File: src/rtl/core/qsl_pkg.sv
`timescale 1ns / 1ps

package qsl_pkg;

    localparam int MAX_ITEMS = 64;
    localparam int IDX_W     = $clog2(MAX_ITEMS);
    localparam int CNT_W     = $clog2(MAX_ITEMS + 1);
    localparam int DATA_W    = 32;
    localparam int RANGE_W   = 2 * IDX_W;

    typedef struct packed {
        logic signed [DATA_W-1:0] sample_value;
        logic                     last_item;
    } sample_t;

    typedef struct packed {
        logic signed [DATA_W-1:0] sorted_value;
        logic                     last_out;
        logic                     overflowed;
    } result_t;

endpackage

File: src/rtl/core/quicksort_lomuto.sv
`timescale 1ns / 1ps

// In-place quicksort over a set of signed 32-bit values.
// Sample channel: one request per value (sample_valid / sample_stall / sample).
// Requests are written into the element store one per cycle; a request with
// last_item set closes the set and starts the sort. Requests beyond the store
// capacity are dropped, and every result of that run carries overflowed.
// While sorting and emitting, sample_stall stays high.
// Result channel: one request per stored value in ascending order
// (result_valid / result_stall / result), last_out on the final one.
// Sorting uses Lomuto partitioning with the last element of each range as
// pivot and a stack memory of pending ranges. A swapped element costs more
// than one that stays in place, since the store has a single read and a
// single write port. Each result is read from the store and then loaded into
// the output register before the next one is read. The output register holds
// a result while result_stall is high; emission pauses behind it. Once the
// final result is loaded, a new set may begin. Reset (rst_n low, asynchronous)
// empties the store, clears the overflow mark and drops any result not yet
// taken.
module quicksort_lomuto (
    input  logic             clk,
    input  logic             rst_n,
    input  logic             sample_valid,
    output logic             sample_stall,
    input  qsl_pkg::sample_t sample,
    output logic             result_valid,
    input  logic             result_stall,
    output qsl_pkg::result_t result
);
    import qsl_pkg::*;

    localparam logic [3:0] S_LOAD  = 4'd0;
    localparam logic [3:0] S_INIT  = 4'd1;
    localparam logic [3:0] S_POP   = 4'd2;
    localparam logic [3:0] S_RANGE = 4'd3;
    localparam logic [3:0] S_PIV   = 4'd4;
    localparam logic [3:0] S_CMP   = 4'd5;
    localparam logic [3:0] S_SWAP1 = 4'd6;
    localparam logic [3:0] S_SWAP2 = 4'd7;
    localparam logic [3:0] S_FIN1  = 4'd8;
    localparam logic [3:0] S_FIN2  = 4'd9;
    localparam logic [3:0] S_FIN3  = 4'd10;
    localparam logic [3:0] S_PUSH1 = 4'd11;
    localparam logic [3:0] S_PUSH2 = 4'd12;
    localparam logic [3:0] S_ERD   = 4'd13;
    localparam logic [3:0] S_EWR   = 4'd14;

    // Element store and range stack: one write and one registered read each.
    logic signed [DATA_W-1:0] store_mem [MAX_ITEMS];
    logic [RANGE_W-1:0]       stack_mem [MAX_ITEMS];

    logic                     st_we;
    logic [IDX_W-1:0]         st_waddr;
    logic signed [DATA_W-1:0] st_wdata;
    logic                     st_re;
    logic [IDX_W-1:0]         st_raddr;
    logic signed [DATA_W-1:0] st_rdata_reg;

    logic                     stk_we;
    logic [IDX_W-1:0]         stk_waddr;
    logic [RANGE_W-1:0]       stk_wdata;
    logic                     stk_re;
    logic [IDX_W-1:0]         stk_raddr;
    logic [RANGE_W-1:0]       stk_rdata_reg;

    // Control state.
    logic [3:0]       state_reg, state_next;
    logic [CNT_W-1:0] count_reg, count_next;
    logic [CNT_W-1:0] sp_reg, sp_next;
    logic             ovf_reg, ovf_next;
    logic             out_valid_reg, out_valid_next;

    // Sequencer payload.
    logic [IDX_W-1:0]         lo_reg, lo_next;
    logic [IDX_W-1:0]         hi_reg, hi_next;
    logic [IDX_W-1:0]         j_reg, j_next;
    logic [IDX_W-1:0]         nx_reg, nx_next;
    logic [IDX_W-1:0]         k_reg, k_next;
    logic signed [DATA_W-1:0] pivot_reg, pivot_next;
    logic signed [DATA_W-1:0] aj_reg, aj_next;
    result_t                  out_reg, out_next;

    // Derived compare terms.
    logic [IDX_W:0]   j_inc;
    logic [IDX_W:0]   nx_inc;
    logic [IDX_W:0]   lo_inc;
    logic             j_more;
    logic             elem_le;
    logic [IDX_W-1:0] top_idx;
    logic             emit_last;
    logic             stack_room;
    logic             out_free;

    assign j_inc      = {1'b0, j_reg} + (IDX_W+1)'(1);
    assign nx_inc     = {1'b0, nx_reg} + (IDX_W+1)'(1);
    assign lo_inc     = {1'b0, lo_reg} + (IDX_W+1)'(1);
    assign j_more     = j_inc < {1'b0, hi_reg};
    assign elem_le    = st_rdata_reg <= pivot_reg;
    assign top_idx    = IDX_W'(count_reg - CNT_W'(1));
    assign emit_last  = (k_reg == top_idx);
    assign stack_room = (sp_reg < CNT_W'(MAX_ITEMS));
    assign out_free   = !out_valid_reg || !result_stall;

    assign sample_stall = (state_reg != S_LOAD);
    assign result_valid = out_valid_reg;
    assign result       = out_reg;

    always_ff @(posedge clk)
    begin
        if (st_we)
        begin
            store_mem[st_waddr] <= st_wdata;
        end
        if (st_re)
        begin
            st_rdata_reg <= store_mem[st_raddr];
        end
    end

    always_ff @(posedge clk)
    begin
        if (stk_we)
        begin
            stack_mem[stk_waddr] <= stk_wdata;
        end
        if (stk_re)
        begin
            stk_rdata_reg <= stack_mem[stk_raddr];
        end
    end

    always_comb
    begin
        state_next     = state_reg;
        count_next     = count_reg;
        sp_next        = sp_reg;
        ovf_next       = ovf_reg;
        out_valid_next = out_valid_reg;
        lo_next        = lo_reg;
        hi_next        = hi_reg;
        j_next         = j_reg;
        nx_next        = nx_reg;
        k_next         = k_reg;
        pivot_next     = pivot_reg;
        aj_next        = aj_reg;
        out_next       = out_reg;

        st_we     = 1'b0;
        st_waddr  = '0;
        st_wdata  = '0;
        st_re     = 1'b0;
        st_raddr  = '0;
        stk_we    = 1'b0;
        stk_waddr = sp_reg[IDX_W-1:0];
        stk_wdata = '0;
        stk_re    = 1'b0;
        stk_raddr = '0;

        // Drop the held result once the receiver takes it.
        if (!result_stall)
        begin
            out_valid_next = 1'b0;
        end

        case (state_reg)
            S_LOAD:
            begin
                if (sample_valid)
                begin
                    if (count_reg < CNT_W'(MAX_ITEMS))
                    begin
                        st_we      = 1'b1;
                        st_waddr   = count_reg[IDX_W-1:0];
                        st_wdata   = sample.sample_value;
                        count_next = count_reg + CNT_W'(1);
                    end
                    else
                    begin
                        ovf_next = 1'b1;
                    end
                    if (sample.last_item)
                    begin
                        state_next = S_INIT;
                    end
                end
            end

            S_INIT:
            begin
                k_next = '0;
                if (count_reg < CNT_W'(2))
                begin
                    state_next = S_ERD;
                end
                else
                begin
                    stk_we     = 1'b1;
                    stk_wdata  = {IDX_W'(0), top_idx};
                    sp_next    = sp_reg + CNT_W'(1);
                    state_next = S_POP;
                end
            end

            S_POP:
            begin
                if (sp_reg == '0)
                begin
                    k_next     = '0;
                    state_next = S_ERD;
                end
                else
                begin
                    stk_re     = 1'b1;
                    stk_raddr  = IDX_W'(sp_reg - CNT_W'(1));
                    sp_next    = sp_reg - CNT_W'(1);
                    state_next = S_RANGE;
                end
            end

            S_RANGE:
            begin
                lo_next = stk_rdata_reg[RANGE_W-1:IDX_W];
                hi_next = stk_rdata_reg[IDX_W-1:0];
                j_next  = stk_rdata_reg[RANGE_W-1:IDX_W];
                nx_next = stk_rdata_reg[RANGE_W-1:IDX_W];
                if (stk_rdata_reg[RANGE_W-1:IDX_W] >= stk_rdata_reg[IDX_W-1:0])
                begin
                    state_next = S_POP;
                end
                else
                begin
                    st_re      = 1'b1;
                    st_raddr   = stk_rdata_reg[IDX_W-1:0];
                    state_next = S_PIV;
                end
            end

            S_PIV:
            begin
                pivot_next = st_rdata_reg;
                st_re      = 1'b1;
                st_raddr   = j_reg;
                state_next = S_CMP;
            end

            S_CMP:
            begin
                if (elem_le && (nx_reg != j_reg))
                begin
                    // Fetch the first large element to trade places with.
                    aj_next    = st_rdata_reg;
                    st_re      = 1'b1;
                    st_raddr   = nx_reg;
                    state_next = S_SWAP1;
                end
                else
                begin
                    if (elem_le)
                    begin
                        nx_next = nx_inc[IDX_W-1:0];
                    end
                    j_next = j_inc[IDX_W-1:0];
                    if (j_more)
                    begin
                        st_re    = 1'b1;
                        st_raddr = j_inc[IDX_W-1:0];
                    end
                    else
                    begin
                        state_next = S_FIN1;
                    end
                end
            end

            S_SWAP1:
            begin
                st_we      = 1'b1;
                st_waddr   = nx_reg;
                st_wdata   = aj_reg;
                state_next = S_SWAP2;
            end

            S_SWAP2:
            begin
                st_we    = 1'b1;
                st_waddr = j_reg;
                st_wdata = st_rdata_reg;
                nx_next  = nx_inc[IDX_W-1:0];
                j_next   = j_inc[IDX_W-1:0];
                if (j_more)
                begin
                    st_re      = 1'b1;
                    st_raddr   = j_inc[IDX_W-1:0];
                    state_next = S_CMP;
                end
                else
                begin
                    state_next = S_FIN1;
                end
            end

            S_FIN1:
            begin
                if (nx_reg == hi_reg)
                begin
                    state_next = S_PUSH1;
                end
                else
                begin
                    st_re      = 1'b1;
                    st_raddr   = nx_reg;
                    state_next = S_FIN2;
                end
            end

            S_FIN2:
            begin
                st_we      = 1'b1;
                st_waddr   = hi_reg;
                st_wdata   = st_rdata_reg;
                state_next = S_FIN3;
            end

            S_FIN3:
            begin
                // Drop the pivot into its final slot.
                st_we      = 1'b1;
                st_waddr   = nx_reg;
                st_wdata   = pivot_reg;
                state_next = S_PUSH1;
            end

            S_PUSH1:
            begin
                if ((nx_inc < {1'b0, hi_reg}) && stack_room)
                begin
                    stk_we    = 1'b1;
                    stk_wdata = {nx_inc[IDX_W-1:0], hi_reg};
                    sp_next   = sp_reg + CNT_W'(1);
                end
                state_next = S_PUSH2;
            end

            S_PUSH2:
            begin
                if (({1'b0, nx_reg} > lo_inc) && stack_room)
                begin
                    stk_we    = 1'b1;
                    stk_wdata = {lo_reg, nx_reg - IDX_W'(1)};
                    sp_next   = sp_reg + CNT_W'(1);
                end
                state_next = S_POP;
            end

            S_ERD:
            begin
                st_re      = 1'b1;
                st_raddr   = k_reg;
                state_next = S_EWR;
            end

            S_EWR:
            begin
                if (out_free)
                begin
                    out_valid_next        = 1'b1;
                    out_next.sorted_value = st_rdata_reg;
                    out_next.last_out     = emit_last;
                    out_next.overflowed   = ovf_reg;
                    if (emit_last)
                    begin
                        count_next = '0;
                        ovf_next   = 1'b0;
                        sp_next    = '0;
                        state_next = S_LOAD;
                    end
                    else
                    begin
                        k_next     = k_reg + IDX_W'(1);
                        state_next = S_ERD;
                    end
                end
            end

            default:
            begin
                state_next = S_LOAD;
            end
        endcase
    end

    always_ff @(posedge clk or negedge rst_n)
    begin
        if (!rst_n)
        begin
            state_reg     <= S_LOAD;
            count_reg     <= '0;
            sp_reg        <= '0;
            ovf_reg       <= 1'b0;
            out_valid_reg <= 1'b0;
        end
        else
        begin
            state_reg     <= state_next;
            count_reg     <= count_next;
            sp_reg        <= sp_next;
            ovf_reg       <= ovf_next;
            out_valid_reg <= out_valid_next;
        end
    end

    always_ff @(posedge clk)
    begin
        lo_reg    <= lo_next;
        hi_reg    <= hi_next;
        j_reg     <= j_next;
        nx_reg    <= nx_next;
        k_reg     <= k_next;
        pivot_reg <= pivot_next;
        aj_reg    <= aj_next;
        out_reg   <= out_next;
    end

endmodule
File: config.mk
export PLATFORM = sky130hd
export DESIGN_NAME = quicksort_lomuto
export DESIGN_NICKNAME = d
export VERILOG_FILES = /design/src/rtl/core/qsl_pkg.sv /design/src/rtl/core/quicksort_lomuto.sv
export SDC_FILE = /design/constraint.sdc
export NUM_CORES = 2
export LEC_CHECK = 0
export ABC_AREA = 1
export BUFFER_PORTS_ARGS = -buffer_cell sky130_fd_sc_hd__buf_4
export CAP_MARGIN = 20
export CELL_PAD_IN_SITES_DETAIL_PLACEMENT = 0
export CELL_PAD_IN_SITES_GLOBAL_PLACEMENT = 1
export CORE_UTILIZATION = 56
export DETAILED_ROUTE_END_ITERATION = 16
export PLACE_DENSITY_LB_ADDON = 0.2
export SLEW_MARGIN = 20
export SYNTH_ARGS = -nofsm -noshare
export SYNTH_HDL_FRONTEND = slang
export SYNTH_SLANG_ARGS = --single-unit
export TNS_END_PERCENT = 5
File: constraint.sdc
create_clock -name clk -period 12.2 [get_ports clk]
set_input_delay 3.66 -clock clk [delete_from_list [all_inputs] [get_ports clk]]
set_output_delay 3.66 -clock clk [all_outputs]
set_load 0.01 [all_outputs]
==> qor_table.md <==
| Group | Parameter | This run |
| --- | --- | --- |
| placement | I/O Buffers | 72 |
| floorplan | Floorplan row count | 176 |
| global route | Antenna violations before repair | 15 |
| clock tree | H-tree depth reported by CTS | 5 |
| synth | Number of enable-type register cells in the synthesized netlist | 2988 |
| clock tree | Number of buffers on the longest clock path | 4 |
| timing | Final count of hold timing violations | 0 |
| clock tree | Number of buffers created by CTS | 324 |
| placement | Final RePlAce weighted congestion | 0.920 |
| floorplan | Total die area | 235000 um2 |
| min path | Worst min path class | register to register |
| cells and area | NumNets Final | 11400 |
| floorplan | Initial standard-cell utilization of the core | 56.5% |
| route | Average routed wire per standard cell | 26.0 um |
| synth | Async set or reset register ratio after synthesis | 0.665% |
| timing | Setup violations, final | 0 |
| synth | Most used standard cell by instance count after synthesis | sky130_fd_sc_hd__edfxtp_1 |
| route | DRC Markers | 0 |
| global route | First-pass GRT wire length | 551 mm |
| timing | Fin Setup TNS | 0 ns |
| synth | Most frequent cells after synthesis | sky130_fd_sc_hd__edfxtp_1 (2988), sky130_fd_sc_hd__nand3_1 (2336), sky130_fd_sc_hd__nand2_1 (1904) |
| placement | Placed cell areas | 135000 um2 |
| setup path | Startpoint type of the worst setup path | input port |
| synth | Library cell occupying the most area in the post-synthesis netlist | sky130_fd_sc_hd__edfxtp_1 |
| route | Vias/cell | 5.97 |
| power and ir drop | Maximum vdd drop | 0.000165 V |
| job | Max Cap Violations | 0 |
| setup path | Endpoint required time on the critical path | 12.70 ns |
| floorplan | Floorplan Core Area | 231000 um2 |
| cells and area | Util after Layout | 62.7% |
| route | Number of nets still failing antenna checks after routing | 0 |
| timing | Max_slew headroom | 21.5% |
| timing | Final worst-path cycle share | 55.8% |
| synth | Cell types occupying the most area after synthesis | sky130_fd_sc_hd__edfxtp_1 (69%), sky130_fd_sc_hd__nand3_1 (9.0%), sky130_fd_sc_hd__nand2_1 (5.5%) |
| route | Length of the first detailed-routing pass in iterations | 7 |
| cells and area | Count of fill cells added during filler insertion | 17700 |
| power and ir drop | Leakage Power | 52.4 nW |
| setup path | Setup slack of the most critical reg-to-reg path | 5.58 ns |
| synth | Post-Synthesis Mean Instance Area | 11.5 um2 |
| synth | Cell area after synthesis | 130000 um2 |
| synth | Count of cell types in the netlist | 49 |
| cells and area | Area added between synthesis and finish | 10.9% |
| synth | Sequential cell area fraction in the yosys report | 69.1% |
| timing | Count of final max-slew check failures | 0 |
| route | Drt initial violations | 10200 |
| synth | Number of register bits inferred by synthesis | 3008 |
| clock tree | Library cell used as clock root buffer | sky130_fd_sc_hd__clkbuf_16 |
| clock tree | Worst skew pair latency | 0.94 ns |
| route | Total routed wirelength | 377 mm |
| setup path | Type of element capturing the critical path | register |
| setup path | Data arrival, critical path | 7.31 ns |
| global route | Sum of overflow across all layers after global routing | 0 |
| cells and area | Number of flip-flops in the largest register | 2048 |
| cells and area | Proportion of layout cells with a drive suffix above 1 | 9.26% |
| power and ir drop | Power Dens Cells | 142 nW/um2 |
| floorplan | Die extent in y | 485 um |
| cells and area | Register name with the most flops | store_mem |
| clock tree | Number of clock sinks | 3008 |
| clock tree | CTS Hold Buffers Added | 0 |
| synth | Net Count, Synth | 11400 |
| synth | Yosys warns | 0 |
| clock tree | CTS-repair resized insts | 0 |
| route | Vias | 86600 |
| floorplan | I/O pins | 73 |
| setup path | Category of the most critical setup path | input port to register |
| global route | Pin count of the biggest net entering global routing | 225 |
| synth | Share of the synthesized area in the top cell type | 68.8% |
| run status | Outcome | completed |
| cells and area | Fin area | 145000 um2 |
| floorplan | Width of the die | 485 um |
| synth | Primary flip-flop cell chosen by synthesis mapping | sky130_fd_sc_hd__edfxtp_1 |
| setup path | Biggest fanout along the worst timing path | 34 |
| global route | Overall fraction of global-route tracks in use | 31.8% |
| clock tree | Setup bufs post-CTS | 0 |
| timing | Transition time at the pin with the least slew margin | 1.18 ns |
| clock tree | CTS tree | built |
| timing | Unrepaired setup endpoints after global routing | no |
| timing | Peak clock frequency supported by timing | 0.147 GHz |
| timing | Shortest clock period the worst path allows after layout | 6.81 ns |
| timing | Worst-case clock skew | 0.0639 ns |
| synth | Count of mapped cells out of synthesis | 11300 |
| placement | Post-DP HPWL | 214 mm |
| clock tree | Clock transition time at the flip-flop clock pins of the worst setup and hold paths | 0.06 ns |
| global route | Vias in the first global route | 82000 |
routing by layer:
metal / global-route usage, % / up-vias / part of all wire, %
met5: 0 / - / 0.019
met3: 4.83 / 778 / 8.4
met1: 43.5 / 42700 / 40
met2: 50.2 / 3971 / 47
li1: - / 39200 / -
met4: 15.7 / 10 / 5.4
critical path, stage by stage:
cell                      delay [ns]
sky130_fd_sc_hd__buf_4          0.12
sky130_fd_sc_hd__inv_1          0.06
sky130_fd_sc_hd__nor3_2         0.04
sky130_fd_sc_hd__buf_4          0.28
sky130_fd_sc_hd__inv_1          0.33
sky130_fd_sc_hd__nor2_1         0.08
sky130_fd_sc_hd__nor4_1         0.77
sky130_fd_sc_hd__inv_1          0.19
sky130_fd_sc_hd__nor2_1         0.20
sky130_fd_sc_hd__nand2_1        0.49
sky130_fd_sc_hd__nor2_4         1.04
metrics by stage:
step | hold WS (ns) | total power (W) | worst slack [ns] | std cells
finish | 0.452 | 0.0205 | 5.39 | 14500
detailed placement | 0.440 | 0.0114 | 4.43 | 13900
floorplan | 0.425 | 0.0114 | 5.53 | 11300
global route | 0.465 | 0.0209 | 5.23 | 14500
global placement | 0.433 | 0.0114 | 4.40 | 13900
CTS | 0.454 | 0.0206 | 5.39 | 14500
worst paths after layout:
check | start | end | cells past startpoint
min in group asynchronous | rst_n | ovf_reg | 1
min | ovf_reg | result[0] | 0
max | sample_valid | store_mem[2][9] | 11
max in group asynchronous | rst_n | state_reg[1] | 1
max reg2reg | st_rdata_reg[15] | st_rdata_reg[31] | 21
min reg2reg | ovf_reg | result[0] | 0
cells in the final DEF (no fill, tap or decap), drive strengths merged, types with 54 or more instances in the layout:
cell and count:
clkinv 139, or2 192, nand3b 576, o21bai 190, nand3 2337, inv 1484, nand2 1909, o211ai 195
o21ai 229, clkbuf 389, edfxtp 2988, buf 286, ha 65, a21oi 54, nor2 236
final cells by class:
type | count | area (um2) | area share, %
Inverter | 1486 | 5600 | 3.87
Sequential cell | 3008 | 90200 | 62.4
Antenna cell | 5 | 12.5 | 0.00865
Timing Repair Buffer | 286 | 2630 | 1.82
Multi-Input combinational cell | 6144 | 32600 | 22.6
Tap cell | 3026 | 3790 | 2.62
Clock inverter | 166 | 1350 | 0.930
Clock buffer | 389 | 8440 | 5.83
kinds of logic (layout without fill, tap and decap cells):
group                      after synthesis  in the layout  share of synthesized area, %
DFF                                   3008           3008                          69.1
xor gates and xnor gates                23             23                         0.154
other                                    0              5                             0
and+or+nand+nor                       5305           5305                          19.6
adders and majority gates               65             65                         0.623
AOI/OAI and AO/OA                      751            751                          3.79
buffers and inverters                 2179           2327                          6.66
power breakdown:
part	leakage (nW)	switching [W]	internal (W)
Clock	4.79	0.00393	0.00534
Combinational	17.4	0.00000851	0.00000873
Sequential	30.2	0.000000627	0.0112
Total	52.4	0.00394	0.0165
Note: power is estimated with default switching activity, not from simulation.
